--- src/pmoc_pkg.sv ---
`default_nettype none
package pmoc_pkg;
  localparam int NUM_CPUS_DEF = 4;
  localparam int MAX_CAPACITY_DEF = 64;
  localparam int POOL_MAGAZINES_DEF = 16;
  localparam logic [6:0] CAPACITY_RESET = 7'd64;

  localparam logic OP_ALLOC = 1'b0;
  localparam logic OP_FREE = 1'b1;

  localparam logic [1:0] SRC_LOADED = 2'd0;
  localparam logic [1:0] SRC_PREVIOUS = 2'd1;
  localparam logic [1:0] SRC_DEPOT = 2'd2;
  localparam logic [1:0] SRC_BACKING = 2'd3;

  typedef struct packed {
    logic        operation;
    logic [5:0]  cpu;
    logic [31:0] handle;
  } in_item_t;

  typedef struct packed {
    logic        served;
    logic [31:0] handle_res;
    logic [1:0]  source;
  } out_item_t;

  typedef enum logic [1:0] {
    ST_IDLE,
    ST_DECIDE,
    ST_READ,
    ST_OUT
  } state_t;

  typedef struct packed {
    logic capture;
    logic decide;
    logic finish;
  } ctrl_cmd_t;

  typedef struct packed {
    logic need_read;
  } ctrl_sts_t;
endpackage
`default_nettype wire

--- src/pmoc_ctrl.sv ---
`default_nettype none
module pmoc_ctrl import pmoc_pkg::*; (
  input  wire logic      clk,
  input  wire logic      rst_n,
  input  wire logic      in_valid,
  output logic           in_stall,
  output logic           out_valid,
  input  wire logic      out_stall,
  input  wire ctrl_sts_t sts,
  output ctrl_cmd_t      cmd
);
  state_t state_r, state_nxt;

  always_ff @(posedge clk) begin
    if (!rst_n) begin
      state_r <= ST_IDLE;
    end else begin
      state_r <= state_nxt;
    end
  end

  always_comb begin
    state_nxt = state_r;
    case (state_r)
      ST_IDLE:   if (in_valid) state_nxt = ST_DECIDE;
      ST_DECIDE: state_nxt = sts.need_read ? ST_READ : ST_OUT;
      ST_READ:   state_nxt = ST_OUT;
      ST_OUT:    if (!out_stall) state_nxt = ST_IDLE;
      default:   state_nxt = ST_IDLE;
    endcase
  end

  always_comb begin
    in_stall = (state_r != ST_IDLE);
    out_valid = (state_r == ST_OUT);
    cmd.capture = (state_r == ST_IDLE) && in_valid;
    cmd.decide = (state_r == ST_DECIDE);
    cmd.finish = (state_r == ST_READ);
  end
endmodule
`default_nettype wire

--- config.mk ---
export PLATFORM = sky130hd
export DESIGN_NAME = pmoc_ctrl
export DESIGN_NICKNAME = d
export VERILOG_FILES = /design/src/pmoc_pkg.sv /design/src/pmoc_ctrl.sv
export SDC_FILE = /design/constraint.sdc
export NUM_CORES = 1
export LEC_CHECK = 0
export BUFFER_PORTS_ARGS = -buffer_cell sky130_fd_sc_hd__buf_2
export CAP_MARGIN = 20
export CORE_AREA = 2 2 39 41
export DETAILED_ROUTE_END_ITERATION = 7
export DIE_AREA = 0 0 41 43
export GPL_ROUTABILITY_DRIVEN = 0
export SYNTH_ARGS = -nofsm -noshare
export SYNTH_HDL_FRONTEND = slang
export SYNTH_SLANG_ARGS = --single-unit
--- constraint.sdc ---
create_clock -name clk -period 2.63 [get_ports clk]
set_input_delay 0 -clock clk [delete_from_list [all_inputs] [get_ports clk]]
set_output_delay 0 -clock clk [all_outputs]
set_load 0.1 [all_outputs]
==> reports/metrics.cfg <==
[setup_path]
cp_slowest_stage_delay_ns=0.41
worstPathMaxFanout=4
cp-startpoint=state_r[1]
slowest_stage=buf_2
crit_type=flop to output port
cpLargestDelayFamily=buffers and inverters
r2r_cells=5
cp.depth=4
crit_chain=inv_1 > ha_1 > and2_2 > buf_2
r2r_setup_slack_ns=1.38
startpoint_type=flop
crit_arrival_ns=1.48
critPathRequiredTime_ns=2.63
critPathBufInv=2
worstReg2RegStart=state_r[0]
endpoint_kind=output port
r2r-end=state_r[0]
cp-endpoint=cmd[2]

[timing]
fin_setup_tns_ns=0
worstMarginPinSlew_ns=0.485
period_minus_slack_ns=1.48
relSlewSlack_pct=67.9
fmax_mhz=674
finalSetupViolCount=0
period_share_pct=56.4
rsz0062_at_grt=no
fin_worst_skew_ns=0.000480
hold_viol_final=0
slew_viol_final=0

[cells_and_area]
finalInstanceArea_um2=292
largest_register_ff_count=2
final_common_cell=buf_2
diodes=0
regMostFlops=state_r
drive_above_1_share_pct=40.0
top_regs=state_r x2
utilization_pct=21.1
final_cell_mix=9 x buf_2, 5 x inv_1, 5 x ha_1
area_growth_pct=50.3
nets=47

[placement]
dpl_cell_area_um2=259
io_buffers=9
dp_hpwl_um=327

[drt]
vias_per_cell=3.76
drc=0
avgRoutedWirePerCell_um=7.47
drt_iter0_drc=3
route.vias.total=192
ant_nets=0
drt-total-wl_um=381
dr.pass1.iters=2

[yosys]
avgSynthCellArea_um2=8.82
synth_cells=22
ys_ff_latch=2
syn_area_um2=194
ys_types=13
synth-seq-area-share_pct=20.6
syn-num-nets=32
yosys_warnings=0

[floorplanning]
die_area_mm2=0.00176
die-width_um=41
dieHeight_um=43
top_level_ports=10
start_util_pct=14.0
core_mm2=0.00138
rows=14

[clock_tree]
cts_buffer_depth=2
cts_setup_buffers=0
clock-sinks=2
clkSlewWorstSetupHoldPaths_ns=0.03
clockRootBuffer=clkbuf_4
clk_latency_ns=0.22
cts_tree=done
numCtsBuffers=3
htree_levels=1

[min_path]
worstHoldStart=in_valid
hp-class=input pin to flop

[grt]
grt_max_degree=5
grt_remaining_overflow=0
antenna_found_initial=0
grt_pass1_vias=168
track_usage_pct=5.11
grt_pass1_wl_um=538

[outcome]
status=completed

[job]
maxCapViolCount=0

worst min path at each step:
stage / cells after the start / to / slack, ns
finish: 3 / state_r[0] / 0.12
global route: 3 / state_r[0] / 0.13
CTS: 3 / state_r[0] / 0.11
detailed placement: 2 / state_r[1] / 0.23
global placement: 2 / state_r[1] / 0.23
floorplan: 2 / state_r[0] / 0.11
layer usage:
layer | GRT usage (%) | routed length, um | up-vias
met5 | 0 | 0 | -
met4 | 6.00 | 0 | 0
met3 | 3.14 | 52 | 0
met2 | 7.50 | 185 | 7
met1 | 3.82 | 142 | 86
li1 | - | - | 99
stage by stage:
| stage | hold WS, ns | setup WS, ns | instances |
|---|---|---|---|
| 2_1_floorplan | 0.112 | 0.738 | 22 |
| 3_3_place_gp | 0.232 | 1.38 | 47 |
| 5_1_grt | 0.125 | 1.05 | 51 |
| 3_5_place_dp | 0.231 | 1.35 | 47 |
| 6_report | 0.117 | 1.15 | 51 |
| 4_1_cts | 0.115 | 1.12 | 51 |
kinds of logic after synthesis:
logic type      synth area share [%]
compound gates                  18.1
flops                           20.6
buf+inv                         9.68
fa+ha+maj                       32.3
simple gates                    19.4
timing repair:
item | 4_1_cts | 5_1_grt
endpoints found under the hold margin | 1 | 0
hold buffers | 1 | 0
gates resized for setup | 0 | 0
setup endpoints to repair | 0 | 0
Yosys cell counts:
cell	count	area share, %
ha_1	5	32
nand2_1	1	1.9
a211oi_1	1	3.9
a31oi_1	1	3.2
dfxtp_1	2	21
a21oi_1	1	2.6
o21a_1	1	3.9
or2_0	1	3.2
nand2b_4	1	7.1
and3_1	1	3.2
and2_2	1	3.9
a311oi_1	1	4.5
inv_1	5	9.7
layout make-up:
cell class | instances | area [um2]
fill | 169 | 1090
multi-input combinational | 15 | 135
timing repair buffer | 10 | 55.1
sequential | 2 | 40.0
clock buffer | 3 | 22.5
tap | 16 | 20.0
inverter | 5 | 18.8
tightest hold or removal path, cell delays in order:
cell and delay (ns):
buf_2 0.08, nand2b_4 0.12, a311oi_1 0.08
Power is left out: the tool's default activity adds up to more than one toggle a clock period on the data nets, which glitch-free logic cannot reach.
